`config.mk`:
```
export PLATFORM = sky130hd
export DESIGN_NAME = tcf_div
export DESIGN_NICKNAME = d
export VERILOG_FILES = /design/src/rtl/tcf_pkg.sv /design/src/rtl/tcf_div.sv
export SDC_FILE = /design/constraint.sdc
export NUM_CORES = 1
export LEC_CHECK = 0
export ABC_AREA = 0
export BUFFER_PORTS_ARGS = -buffer_cell sky130_fd_sc_hd__buf_2
export CORE_MARGIN = 4
export CORE_UTILIZATION = 61
export CTS_BUF_LIST = sky130_fd_sc_hd__clkbuf_8
export CTS_CLUSTER_DIAMETER = 80
export DETAILED_ROUTE_END_ITERATION = 10
export MAX_ROUTING_LAYER = met4
export PLACE_DENSITY = 0.85
export SLEW_MARGIN = 15
export SYNTH_ARGS = -nofsm -noshare
export SYNTH_HDL_FRONTEND = slang
export SYNTH_SLANG_ARGS = --single-unit
export TNS_END_PERCENT = 50
```
`constraint.sdc`:
```
create_clock -name clock -period 13.4 [get_ports clock]
set_clock_uncertainty 0.05 [all_clocks]
set_input_delay 1.34 -clock clock [delete_from_list [all_inputs] [get_ports clock]]
set_output_delay 1.34 -clock clock [all_outputs]
set_load 0.02 [all_outputs]
```
`src/rtl/tcf_pkg.sv`:
```
// Shared constants, handshake structs and helper functions for the tilt filter.
package tcf_pkg;

   localparam int CAL_SAMPLES = 500;
   localparam int ACC_LIMIT   = 8200;
   localparam int CAL_W       = $clog2(CAL_SAMPLES + 1);
   localparam int MAG_W       = 15;

   localparam logic [MAG_W-1:0]   ACC_LIMIT_V = MAG_W'(ACC_LIMIT);
   localparam logic signed [16:0] LIM_POS     = 17'(ACC_LIMIT);
   localparam logic signed [16:0] LIM_NEG     = 17'(-ACC_LIMIT);

   // Q0.30 coefficients KEEP_K and MIX_K; GYRO_K is scaled by 2^10
   localparam logic [16:0] GYRO_K = 17'd33286;
   localparam logic [29:0] KEEP_K = 30'd1073312327;
   localparam logic [18:0] MIX_K  = 19'd429497;

   localparam logic [30:0] HALF_PI_Q30 = 31'd1686629713;
   localparam logic [30:0] ONE_Q30     = 31'd1073741824;
   localparam logic [26:0] DEG_MAX_Q20 = 27'd94371840;
   localparam logic [15:0] DEG_SCALE   = 16'd57296;
   localparam logic [18:0] DEG_ROUND   = 19'd512000;

   // serial divider geometry
   localparam int DIV_W   = 48;
   localparam int DSR_W   = 20;
   localparam int SHORT_W = 32;

   localparam logic [DSR_W-1:0] DEG_DIV = 20'd1024000;

   typedef struct packed {
      logic             start;
      logic             short_op;
      logic [DIV_W-1:0] dividend;
      logic [DSR_W-1:0] divisor;
   } div_req_type;

   typedef struct packed {
      logic             done;
      logic [DIV_W-1:0] quotient;
   } div_rsp_type;

   // Taylor denominators (2k)(2k+1); k runs 7 down to 1
   function automatic logic [7:0] horner_div(input logic [2:0] k);
      logic [7:0] d;
      case (k)
         3'd7: d = 8'd210;
         3'd6: d = 8'd156;
         3'd5: d = 8'd110;
         3'd4: d = 8'd72;
         3'd3: d = 8'd42;
         3'd2: d = 8'd20;
         default: d = 8'd6;
      endcase
      return d;
   endfunction

   function automatic logic signed [16:0] sat17(input logic signed [27:0] v);
      logic signed [16:0] r;
      if (v > 28'sd65535) begin
         r = 17'sd65535;
      end else if (v < -28'sd65536) begin
         r = -17'sd65536;
      end else begin
         r = v[16:0];
      end
      return r;
   endfunction

   function automatic logic signed [31:0] sat32(input logic signed [34:0] v);
      logic signed [31:0] r;
      if (v > 35'sd2147483647) begin
         r = 32'sh7fffffff;
      end else if (v < -35'sd2147483648) begin
         r = 32'sh80000000;
      end else begin
         r = v[31:0];
      end
      return r;
   endfunction

endpackage

```
`src/rtl/tcf_div.sv`:
```
// Bit-serial restoring divider, one quotient bit per cycle.
module tcf_div (
   input  logic                clock,
   input  logic                reset,
   input  tcf_pkg::div_req_type req,
   output tcf_pkg::div_rsp_type rsp
);

   logic                              busy_ff;
   logic                              done_ff;
   logic                              short_ff;
   logic [5:0]                        cnt_ff;
   logic [tcf_pkg::DIV_W-1:0]         sh_ff;
   logic [tcf_pkg::DSR_W-1:0]         rem_ff;
   logic [tcf_pkg::DSR_W-1:0]         dsr_ff;
   logic [tcf_pkg::DSR_W:0]           trial;
   logic [tcf_pkg::DSR_W:0]           diff;
   logic                              fits;

   assign trial = {rem_ff, sh_ff[tcf_pkg::DIV_W-1]};
   assign fits  = trial >= {1'b0, dsr_ff};
   assign diff  = trial - {1'b0, dsr_ff};

   always_ff @(posedge clock) begin
      if (reset) begin
         busy_ff <= 1'b0;
         done_ff <= 1'b0;
      end else begin
         done_ff <= !req.start && busy_ff && (cnt_ff == 6'd1);
         if (req.start) begin
            busy_ff  <= 1'b1;
            short_ff <= req.short_op;
            rem_ff   <= '0;
            dsr_ff   <= req.divisor;
            if (req.short_op) begin
               sh_ff  <= {req.dividend[tcf_pkg::SHORT_W-1:0],
                          {(tcf_pkg::DIV_W-tcf_pkg::SHORT_W){1'b0}}};
               cnt_ff <= 6'(tcf_pkg::SHORT_W);
            end else begin
               sh_ff  <= req.dividend;
               cnt_ff <= 6'(tcf_pkg::DIV_W);
            end
         end else if (busy_ff) begin
            sh_ff  <= {sh_ff[tcf_pkg::DIV_W-2:0], fits};
            rem_ff <= fits ? diff[tcf_pkg::DSR_W-1:0] : trial[tcf_pkg::DSR_W-1:0];
            cnt_ff <= cnt_ff - 6'd1;
            if (cnt_ff == 6'd1) begin
               busy_ff <= 1'b0;
            end
         end
      end
   end

   assign rsp.done     = done_ff;
   assign rsp.quotient = short_ff
      ? {{(tcf_pkg::DIV_W-tcf_pkg::SHORT_W){1'b0}}, sh_ff[tcf_pkg::SHORT_W-1:0]}
      : sh_ff;

endmodule

```
# --- Yosys cells after proc, flatten, opt, wreduce, memory -nomap -nowiden ---
# Cells that the tools add are included.
totals:
  reg_bits: 97
  inputBits: 72
  word_cells: 30
op_classes:
  addsub: 2
  n_lt_le_gt_ge: 1
  n_eq_ne: 1
  n_mux: 12
  bitwise: 1
  reduce_logical: 6
op_table:
  columns: ["cell", "count"]
  rows:
  - ["two-way mux 48 bit", 4]
  - ["two-way mux 20 bit", 2]
  - ["greater-or-equal comparator 21 x 20 -> 1 bit", 1]
  - ["subtractor 20 bit", 1]
  - ["two-way mux 6 bit", 2]
  - ["== test 6 x 1 -> 1 bit, second input constant", 1]
  - ["subtractor 6 x 1 -> 6 bit, second input constant", 1]
  - ["two-way mux 5 bit", 1]
  - ["AND reduction 2 bit", 2]
  - ["two-way mux 1 bit", 3]
  - ["logical AND 1 bit", 2]
  - ["nonzero test 2 bit", 1]
  - ["logical NOT 1 bit", 1]
  - ["inverter 1 bit", 1]

# --- Longest topological paths before layout ---
# Gate-level depths: netlist of run 1.
logic_depth:
  depth_word: 4
  depth_mapped: 11

# --- Least setup slack after synthesis of run 1 ---
# Ideal clock, no wire load.
synth_path:
  kind: "input to register"
  from: "input port req[69] (netlist bit)"
  to: "register cnt_ff[0], enable pin"
  setup_ns: 0.507
  arrival_ns: 5.102
  required_time_ns: 12.843
  setup_slack_ns: 7.741
  stages: 4
  cell_sequence: "clkbuf_1 -> clkbuf_1 -> nor2_1 -> nor2_1"
synth_via:
  elab_chain_len: 2
synth_rtl:
  columns: ["element", "line", "rtl"]
  rows:
  - ["from (decl)", "tcf_div.sv:5", "input tcf_pkg::div_req_type req,"]
  - ["nonzero test 2 bit (no source line)", null, null]
  - ["AND reduction 2 bit (no source line)", null, null]
  - ["to (signal assigned)", "tcf_div.sv:38", "cnt_ff <= 6'(tcf_pkg::SHORT_W);"]
  - ["to (signal assigned)", "tcf_div.sv:41", "cnt_ff <= 6'(tcf_pkg::DIV_W);"]
  - ["to (signal assigned)", "tcf_div.sv:46", "cnt_ff <= cnt_ff - 6'd1;"]
  - ["to (decl)", "tcf_div.sv:12", "logic [5:0] cnt_ff;"]
# No other way between the ends.
# A chain may end at the register's enable or synchronous reset.

# --- Worst setup path in the final report of run 1 ---
layout_path:
  from: "input port req[69] (netlist bit)"
  to: "register sh_ff[11] (netlist bit), data pin"
layout_via:
  elab_chain_len: 1
layout_rtl:
  columns: ["element", "line", "rtl"]
  rows:
  - ["two-way mux 48 bit", "tcf_div.sv:30", "if (req.start) begin"]
  - ["to (signal assigned)", "tcf_div.sv:36", "sh_ff <= {req.dividend[tcf_pkg::SHORT_W-1:0],"]
  - ["to (signal assigned)", "tcf_div.sv:40", "sh_ff <= req.dividend;"]
  - ["to (signal assigned)", "tcf_div.sv:44", "sh_ff <= {sh_ff[tcf_pkg::DIV_W-2:0], fits};"]
  - ["to (decl)", "tcf_div.sv:13", "logic [tcf_pkg::DIV_W-1:0] sh_ff;"]
# No other way between the ends.

==> results.cfg, run 1 <==
[setup_path]
worst_r2r_path_depth = 8
worstSetupStartpointType = input pin
max_stage_delay_ns = 0.99
regToRegStartpoint = rem_ff[7]
path_buf_inv = 3
rrSetupSlack_ns = 10.22
cp_max_fo = 92
crit_type = input pin to flop
path_cells = buf_2 > buf_4 > inv_1 > nor2_1 > a22o_1
cpMaxStageDelayCell = nor2_1
worstSetupEndpointType = flop
arrival_ns = 3.94
r2r_end = rem_ff[11]
critPathTopFamily = buffers and inverters
required_ns = 13.58

[sta]
worst_slack_ns = 9.634
clock.fmax_mhz = 265.5
finalCritPeriodShare = 0.2811
rsz0062_at_grt = no
hold_ws_ns = 0.4784
setup_tns_ns = 0
hold_viol_final = 0
min_period_ns = 3.766
relSlewSlack = 0.2561
maxSlewViolCount = 0
tightest_slew_ns = 1.112
setup_viol_count_final = 0

[grt]
overflow = 0
grt_usage = 0.2463
antenna_found_initial = 0
grt_pass1_vias = 4369
grt_pass1_wl_um = 21180
grt_max_degree = 93

[routing]
dr.pass1.iters = 5
totalWireLength_um = 13180
via_per_inst = 6.011
vias = 4424
final_antenna_net_count = 0
drcViolationCount = 0
first_iter_violations = 299
wl_per_cell_um = 17.91

[clock_network]
htree_levels = 3
cts.clk_slew.worst_paths_ns = 0.09
cts_inserted_buffers = 9
ctsResizeCount = 0
clock_path_buffers = 2
tritoncts = done
cts_hold_buf = 0
clk_latency_ns = 0.37
postCtsSetupRepairBufs = 0
cts.sinks = 97
root_buffer = clkbuf_8

[die]
start_util = 0.6234
die_h_um = 104.9
io_pins = 121
die_w_um = 104.9
core_area_mm2 = 0.009196
rows = 35
dieArea_mm2 = 0.01101

[synth]
yosys.area.top_type = edfxtp_1
synth_edf_count = 95
synth_nets = 640
ys_ff_latch = 97
async_flop_share = 0
ys_seq_area_frac = 0.5046
synth.most_common_cell = edfxtp_1
yosysTopAreaCellShare = 0.4976
yosys_warnings = 0
syn_area_per_cell_um2 = 10.52
syn_area_mm2 = 0.005733
ys.flop_type = edfxtp_1
synth_area_leaders = edfxtp_1 (50%), a21oi_1 (5.8%), mux2i_1 (5.6%)
syn-instance-count = 545
synth_common_cells = edfxtp_1 (95), a21oi_1 (66), nor2_1 (55)
ys_types = 53

[pwr]
swShare = 0.3217
power_frac_clock = 0.235
peakVddDrop_mv = 0.06987
pwr-share-comb = 0.262
pwr-share-seq = 0.503
internal-power_uw = 512.2
power_density_mw_per_mm2 = 119.7
power_switching_uw = 242.9
p_leak_uw = 0.002653

[finish]
n_antenna_cell = 0
drive_gt1_frac = 0.2400
fin_nets = 715
area_growth_pct = 10.08

[placement]
routabilityCongestion = 0.9200
pre_cts_ws_ns = 9.186
io_buffers = 120
dp_hpwl_um = 9633

[min_path]
hold_end = busy_ff
hold_class = flop to flop
worstHoldPathCells = 2
hold_start = busy_ff

[status]
status = finished clean

[run]
max_cap_viol_count = 0
-- registers in the layout, summed over array words and instances, names as in the netlist --
signal    cells
short_ff      1
rem_ff       20
busy_ff       1
cnt_ff        6
sh_ff        48
done_ff       1
dsr_ff       20
-- final cells by class --
class                      count  area, µm²
tap                          111      138.9
clock buffer                   9      123.9
multi-input combinational    362       2377
sequential                    97       2893
timing repair buffer         123      623.1
fill                         692       2885
clock inverter                 7      53.80
inverter                      27      101.3
-- worst max path at each step --
stage            endpoint    start  cells after the start
6_report        sh_ff[11]  req[69]                      5
5_1_grt          sh_ff[1]  req[69]                      5
4_1_cts        dsr_ff[12]  req[69]                      4
3_5_place_dp    dsr_ff[6]  req[69]                      4
3_3_place_gp    dsr_ff[0]  req[69]                      4
2_1_floorplan   cnt_ff[0]  req[69]                      4
-- cells by family after synthesis --
group                    Yosys count  share of synthesized area
AO/OA/AOI/OAI                    137                     0.1552
multiplexers                      32                    0.05587
AND/OR/NAND/NOR                  156                     0.1281
adder cells (fa/ha/maj)           23                    0.05151
XOR/XNOR                          14                    0.02139
flip-flops                        97                     0.5046
buffers and inverters             86                    0.08337
-- power groups by stage --
stage	sequential, µW	clock, µW	combinational, µW
6_report	380	177	198
5_1_grt	382	194	219
4_1_cts	380	178	197
3_5_place_dp	386	0	196
3_3_place_gp	386	0	189
2_1_floorplan	382	0	156
-- routing by layer --
metal  GRT usage  vias up  routed length (µm)
li1            -     2110                   -
met1      0.3128     2084                5270
met2      0.3960      201                6605
met3     0.04200       29                 977
met4     0.09841        0                 327
met5           -        -                   0
-- metrics by stage --
step / cell area, µm² / power [µW] / util / cells
2_1_floorplan: 5733 / 537.5 / - / 545
3_3_place_gp: 6128 / 574.6 / 0.6664 / 720
3_5_place_dp: 6128 / 581.8 / 0.6664 / 720
4_1_cts: 6306 / 754.0 / 0.6857 / 736
5_1_grt: 6311 / 795.3 / 0.6863 / 736
6_report: 6311 / 755.2 / 0.6863 / 736
-- worst min-delay path: stages (launching register included) --
cell and delay, ns:
dfxtp_1 0.32, nand2b_1 0.09, o22ai_1 0.07
-- layout by cell type, fill, tap and decap left out, drive strengths merged, types with 5 or more instances in the layout --
| cell type | synthesis | layout |
|---|---|---|
| nor3 | 5 | 5 |
| edfxtp | 95 | 95 |
| buf | 49 | 123 |
| mux2i | 32 | 32 |
| a211oi | 6 | 6 |
| ha | 22 | 22 |
| o21a | 5 | 5 |
| xnor2 | 10 | 10 |
| nor2b | 18 | 18 |
| inv | 27 | 30 |
| o21ai | 12 | 12 |
| nand3 | 10 | 10 |
| clkbuf | 10 | 9 |
| nand4 | 5 | 5 |
| a22o | 15 | 15 |
| a21oi | 67 | 67 |
| nor2 | 55 | 55 |
| nand2 | 41 | 41 |
Power figures use the tool's default switching activity.
==> run 2, diff against run 1 <==
ABC_AREA = 1   (was 0)
CORE_UTILIZATION = 52   (was 61)
PLACE_DENSITY = 0.76   (was 0.85)
clock period = 3.4 ns   (was 13.4 ns; I/O delays follow)
==> run 2 against run 1 <==
Against the previous run: final cell count up 29%; die area increased by 20%; worst hold slack lost 0.39 ns; critical path type is now flop to flop.
==> results.cfg, run 2 <==
[setup_path]
worstSetupEndpointType = flop
r2r_end = rem_ff[16]
arrival_ns = 2.42
max_stage_delay_ns = 0.42
cp_common_cell = nand2_1
worstSetupStartpointType = flop
regToRegStartpoint = sh_ff[47]
crit_type = flop to flop
rrSetupSlack_ns = 1.06
cp_max_fo = 3
cp-endpoint = rem_ff[16]
critPathLaunch = sh_ff[47]
required_ns = 3.47
cpMaxStageDelayCell = fa_1
path_cells = inv_1 > ha_1 > fa_1 > inv_1 > nand2_1 > nand3_1 > nand2_1 > nand2_1 > nand2_1 > nand2_1 > nand2_1 > a21oi_1 > nor2_1
worst_r2r_path_depth = 13

[sta]
relSlewSlack = 0.5812
tightest_slew_ns = 0.6282
min_period_ns = 2.343
maxSlewViolCount = 0
hold_viol_final = 0
worst_slack_ns = 1.057
finalCritPeriodShare = 0.6892
rsz0062_at_grt = no
setup_tns_ns = 0
hold_ws_ns = 0.08446
setup_viol_count_final = 0
clock.fmax_mhz = 426.8

[routing]
totalWireLength_um = 14590
first_iter_violations = 400
via_per_inst = 5.289
vias = 5040
dr.pass1.iters = 5
drcViolationCount = 0
final_antenna_net_count = 0
wl_per_cell_um = 15.31

[clock_network]
clock_path_buffers = 2
cts.clk_slew.worst_paths_ns = 0.10
cts.sinks = 97
cts_hold_buf = 0
cts_inserted_buffers = 9
clk_latency_ns = 0.37
root_buffer = clkbuf_8
tritoncts = done
ctsResizeCount = 0
postCtsSetupRepairBufs = 0
htree_levels = 3

[synth]
synth_xor_area_frac = 0.01618
yosysTopAreaCellShare = 0.4790
synth_common_cells = nand2_1 (163), nor2_1 (111), inv_1 (96)
yosys.area.top_type = edfxtp_1
synth_top_family_by_area = simple AND/OR/NAND/NOR gates
ys_seq_area_frac = 0.4857
synthSimpleGateAreaFrac = 0.2319
synth_edf_count = 95
syn-instance-count = 730
muxShareOfSynthArea = 0
synth_nets = 825
synth_compound_area_frac = 0.09118
ys.flop_type = edfxtp_1
async_flop_share = 0
syn_area_per_cell_um2 = 8.159
ys_types = 34
syn_area_mm2 = 0.005956
synth_area_leaders = edfxtp_1 (48%), nand2_1 (10%), nor2_1 (7.0%)
yosys_warnings = 0
synthAdderAreaFrac = 0.04958
ys_ff_latch = 97
synth.most_common_cell = nand2_1

[pwr]
swShare = 0.3229
pwr-share-comb = 0.257
internal-power_uw = 2031
power_switching_uw = 968.5
pwr-share-seq = 0.494
peakVddDrop_mv = 0.2176
power_density_mw_per_mm2 = 454.1
power_frac_clock = 0.248
p_leak_uw = 0.003154

[grt]
grt_pass1_wl_um = 22970
overflow = 0
grt_max_degree = 71
antenna_found_initial = 1
grt_usage = 0.2251
grt_pass1_vias = 4929

[finish]
final_cell_mix = nand2_1 (163), buf_2 (120), nor2_1 (110)
largestRegisters = sh_ff (48), dsr_ff (20), rem_ff (20)
drive_gt1_frac = 0.1933
final_cell_count_no_fill = 953
fin_nets = 902
area_growth_pct = 10.90
layout_commonest_cell = nand2_1
largest_reg_flops = 48
regMostFlops = sh_ff
stdcell_area_mm2 = 0.006605

[die]
core_area_mm2 = 0.01103
die_w_um = 115.0
rows = 38
dieArea_mm2 = 0.01323
start_util = 0.5399
io_pins = 121
die_h_um = 115.0

[min_path]
hold_class = input pin to flop

[placement]
dpl_cell_area_mm2 = 0.006417
dp_hpwl_um = 10750
routabilityCongestion = 0.9749
pre_cts_ws_ns = 1.085
placedCellCount = 936
io_buffers = 120

[run]
max_cap_viol_count = 0

[status]
status = finished clean
==> run 2: cell types whose count changed after synthesis, sizes merged, moves of 10 or more <==
cell,before,now
a21oi,67,20
nor2,55,114
a22o,15,0
nand2,41,170
clkbuf,10,21
nand3,10,42
mux2i,32,0
inv,27,99
o21ai,12,66
o22ai,2,15
buf,49,39
nor2b,18,0
==> run 2: layout make-up <==
type | instances | area, µm²
flip-flops and latches | 97 | 2893
inverters | 99 | 374.1
fillers | 981 | 4425
clock buffers | 9 | 123.9
diodes | 1 | 2.502
repair buffers | 126 | 645.6
well taps | 140 | 175.2
multi-input cells | 474 | 2330
clock inverters | 7 | 61.31
==> run 2: power groups by stage <==
| stage | sequential, µW | combinational (µW) | clock, µW |
|---|---|---|---|
| floorplan | 1490 | 598 | 0 |
| global placement | 1500 | 751 | 0 |
| detailed placement | 1510 | 765 | 0 |
| CTS | 1480 | 770 | 750 |
| global route | 1490 | 873 | 797 |
| finish | 1480 | 772 | 745 |
==> run 2: worst min-delay path by stage <==
stage	startpoint	end	slack, ns	cells past startpoint
after global routing	req[7]	dsr_ff[7]	0.08	1
after detailed placement	busy_ff	busy_ff	0.41	2
final	req[1]	dsr_ff[1]	0.08	1
after global placement	busy_ff	busy_ff	0.40	2
after floorplan	reset	busy_ff	0.36	1
after CTS	req[13]	dsr_ff[13]	0.07	1
==> run 2: metal layers <==
| layer | share of wire | wire length, µm | track usage |
|---|---|---|---|
| met3 | 0.066 | 961 | 0.03053 |
| met1 | 0.44 | 6359 | 0.2979 |
| met2 | 0.48 | 7016 | 0.3615 |
| met5 | 0 | 0 | - |
| met4 | 0.017 | 254 | 0.06964 |
==> run 2: cells by family (layout without fill, tap and decap cells) <==
family,count (synthesis),count (layout)
AO/OA/AOI/OAI,103,103
AND/OR/NAND/NOR,337,337
XOR/XNOR,11,11
other,0,1
adder cells (fa/ha/maj),23,23
flip-flops,97,97
buffers and inverters,159,241
==> run 2: per-stage QoR <==
stage | utilization | total power (µW)
floorplan | - | 2088
global placement | 0.5818 | 2255
detailed placement | 0.5818 | 2273
CTS | 0.5986 | 3002
global route | 0.5988 | 3162
finish | 0.5988 | 2999
==> run 2: worst max-delay path, delay by kind of cell, from the launching register on <==
kind | cells | cell delay [ns]
simple gates | 8 | 0.69
compound gates | 1 | 0.15
buf+inv | 2 | 0.18
fa+ha+maj | 2 | 0.66
flops | 1 | 0.36
==> run 3, diff against run 2 <==
clock period = 1.9 ns   (was 3.4 ns; I/O delays follow)
==> run 3 against run 2 <==
Against the previous run: die area did not move; count of clock-buffer cells in the layout did not move; design area rose by 25%; the flow now finishes with violations (negative setup slack).
==> results.cfg, run 3 (same netlist as run 2, synthesis figures left out) <==
[finish]
post-route-util = 0.7477
seq_area_mm2 = 0.002893
drive_gt1_frac = 0.4052
multi_input_area_mm2 = 0.002970
fin_nets = 1016
largestRegisters = sh_ff (48), dsr_ff (20), rem_ff (20)
final_cell_mix = nand2_1 (123), buf_2 (120), edfxtp_1 (95)
num-fill-cells = 736
layout_commonest_cell = nand2_1
largest_reg_flops = 48
regMostFlops = sh_ff
area_growth_pct = 38.49
n_antenna_cell = 0

[sta]
min_period_ns = 2.289
maxSlewViolCount = 0
tightest_slew_ns = 0.5758
finalCritPeriodShare = 1.204
hold_viol_final = 0
hold_ws_ns = 0.01509
setup_viol_count_final = 21
clock.fmax_mhz = 437.0
relSlewSlack = 0.6162
worst_slack_ns = -0.3885
rsz0062_at_grt = yes

[pwr]
power_switching_uw = 2167
design_power_total_uw = 6504
power_frac_clock = 0.225
pwr-share-comb = 0.363
swShare = 0.3332
internal-power_uw = 4337
p_leak_uw = 0.003830
power_density_mw_per_mm2 = 788.6
pwr-share-seq = 0.412
peakVddDrop_mv = 0.4107

[clock_network]
tritoncts = done
cts_inserted_buffers = 9
clk_latency_ns = 0.37
htree_levels = 3
cts.clk_slew.worst_paths_ns = 0.10
root_buffer = clkbuf_8
clock_path_buffers = 2
cts.sinks = 97

[routing]
first_iter_violations = 561
final_antenna_net_count = 0
wl_per_cell_um = 17.63
via_per_inst = 5.468
dr.pass1.iters = 5
vias = 5813
drcViolationCount = 0
totalWireLength_um = 18740

[grt]
grt_pass1_vias = 5561
grt_max_degree = 51
grt_pass1_wl_um = 27030
antenna_found_initial = 0
grt_usage = 0.2668
overflow = 0

[status]
violations = negative setup slack
status = finished with violations

[die]
die_w_um = 115.0
core_area_mm2 = 0.01103
rows = 38
io_pins = 121
die_h_um = 115.0
dieArea_mm2 = 0.01323
start_util = 0.5399

[setup_path]
worst_r2r_path_depth = 13
worstSetupStartpointType = flop
cp-endpoint = rem_ff[2]
path_cells = ha_4 > nand2_2 > nor2_2 > nand2_2 > nor2_1 > nand2_1 > nand2_2 > nor2_4 > nand2_8 > buf_6 > inv_8 > nor2_2 > nor2_1
regToRegStartpoint = rem_ff[11]
arrival_ns = 2.38
max_stage_delay_ns = 0.47
cpMaxStageDelayCell = edfxtp_1
required_ns = 1.99
critPathLaunch = rem_ff[11]
worstSetupEndpointType = flop
cp_common_cell = nand2_2
rrSetupSlack_ns = -0.39
cp_max_fo = 7
crit_type = flop to flop
r2r_end = rem_ff[2]

[min_path]
hold_class = input pin to flop

[run]
max_cap_viol_count = 0

[placement]
io_buffers = 120
dp_hpwl_um = 11560
routabilityCongestion = 0.9293
run 3: cell types whose count changed in the layout (fill, tap and decap cells not counted), moves of 8 or more:
| cell | previous run | this run |
|---|---|---|
| buf_4 | 6 | 88 |
| dlygate4sd3_1 | 0 | 20 |
| ha_1 | 22 | 2 |
| ha_4 | 0 | 20 |
| inv_1 | 96 | 83 |
| inv_2 | 2 | 15 |
| nand2_1 | 163 | 123 |
| nand2_2 | 6 | 37 |
| nand2_4 | 1 | 9 |
| nand3_1 | 41 | 32 |
| nand3_2 | 1 | 9 |
| nor2_1 | 110 | 89 |
| nor2_2 | 4 | 20 |
| o21ai_0 | 62 | 52 |
run 3: stage by stage:
step	area [µm²]	cells	TNS, ns	worst slack, ns
detailed placement	6943	999	-4.954	-0.3990
global route	8248	1063	-8.343	-0.4643
CTS	7930	1050	-2.247	-0.1574
floorplan	6007	730	-34.44	-0.4320
finish	8248	1063	-6.656	-0.3885
global placement	6943	999	-4.395	-0.3738
run 3: timing repair:
| item | 4_1_cts | 5_1_grt |
|---|---|---|
| gates cloned | 1 | 0 |
| endpoints found under the hold margin | 20 | 0 |
| setup buffers | 18 | 14 |
| endpoints found under the setup margin | 21 | 21 |
| pin swaps | 38 | 28 |
| gates resized for setup | 95 | 69 |
| hold buffers | 20 | 0 |
run 3: metal layers:
metal | global-route usage | part of all wire | up-vias
met5 | - | 0 | -
met4 | 0.1049 | 0.043 | 0
met1 | 0.3384 | 0.39 | 2700
li1 | - | - | 2715
met2 | 0.4344 | 0.49 | 333
met3 | 0.03579 | 0.075 | 65
run 3: worst min-delay path by stage:
stage / startpoint / endpoint / cells after the start
after floorplan: reset / busy_ff / 1
after detailed placement: req[7] / dsr_ff[7] / 1
final: reset / busy_ff / 2
after CTS: reset / busy_ff / 2
after global placement: req[2] / dsr_ff[2] / 1
after global routing: reset / busy_ff / 2
run 3: final cells by class:
type                            instances  area share
Inverter                               99     0.04627
Timing Repair inverter                  1    0.001365
Tap cell                              140     0.02124
Clock inverter                          4    0.008799
Multi-Input combinational cell        474      0.3601
Timing Repair Buffer                  239      0.1964
Sequential cell                        97      0.3507
Clock buffer                            9     0.01502
run 3: power groups by stage:
| stage | clock, µW | sequential (µW) | combinational, µW |
|---|---|---|---|
| 2_1_floorplan | 0 | 2670 | 1080 |
| 3_3_place_gp | 0 | 2690 | 1640 |
| 3_5_place_dp | 0 | 2700 | 1680 |
| 4_1_cts | 1460 | 2670 | 2030 |
| 5_1_grt | 1550 | 2690 | 2540 |
| 6_report | 1460 | 2680 | 2360 |
run 3: worst max-delay path, delay by kind of cell (launching register included):
kind | cells | cell delay, ns
AND/OR/NAND/NOR | 10 | 1.00
flip-flops | 1 | 0.47
adder cells (fa/ha/maj) | 1 | 0.34
buffers and inverters | 2 | 0.18
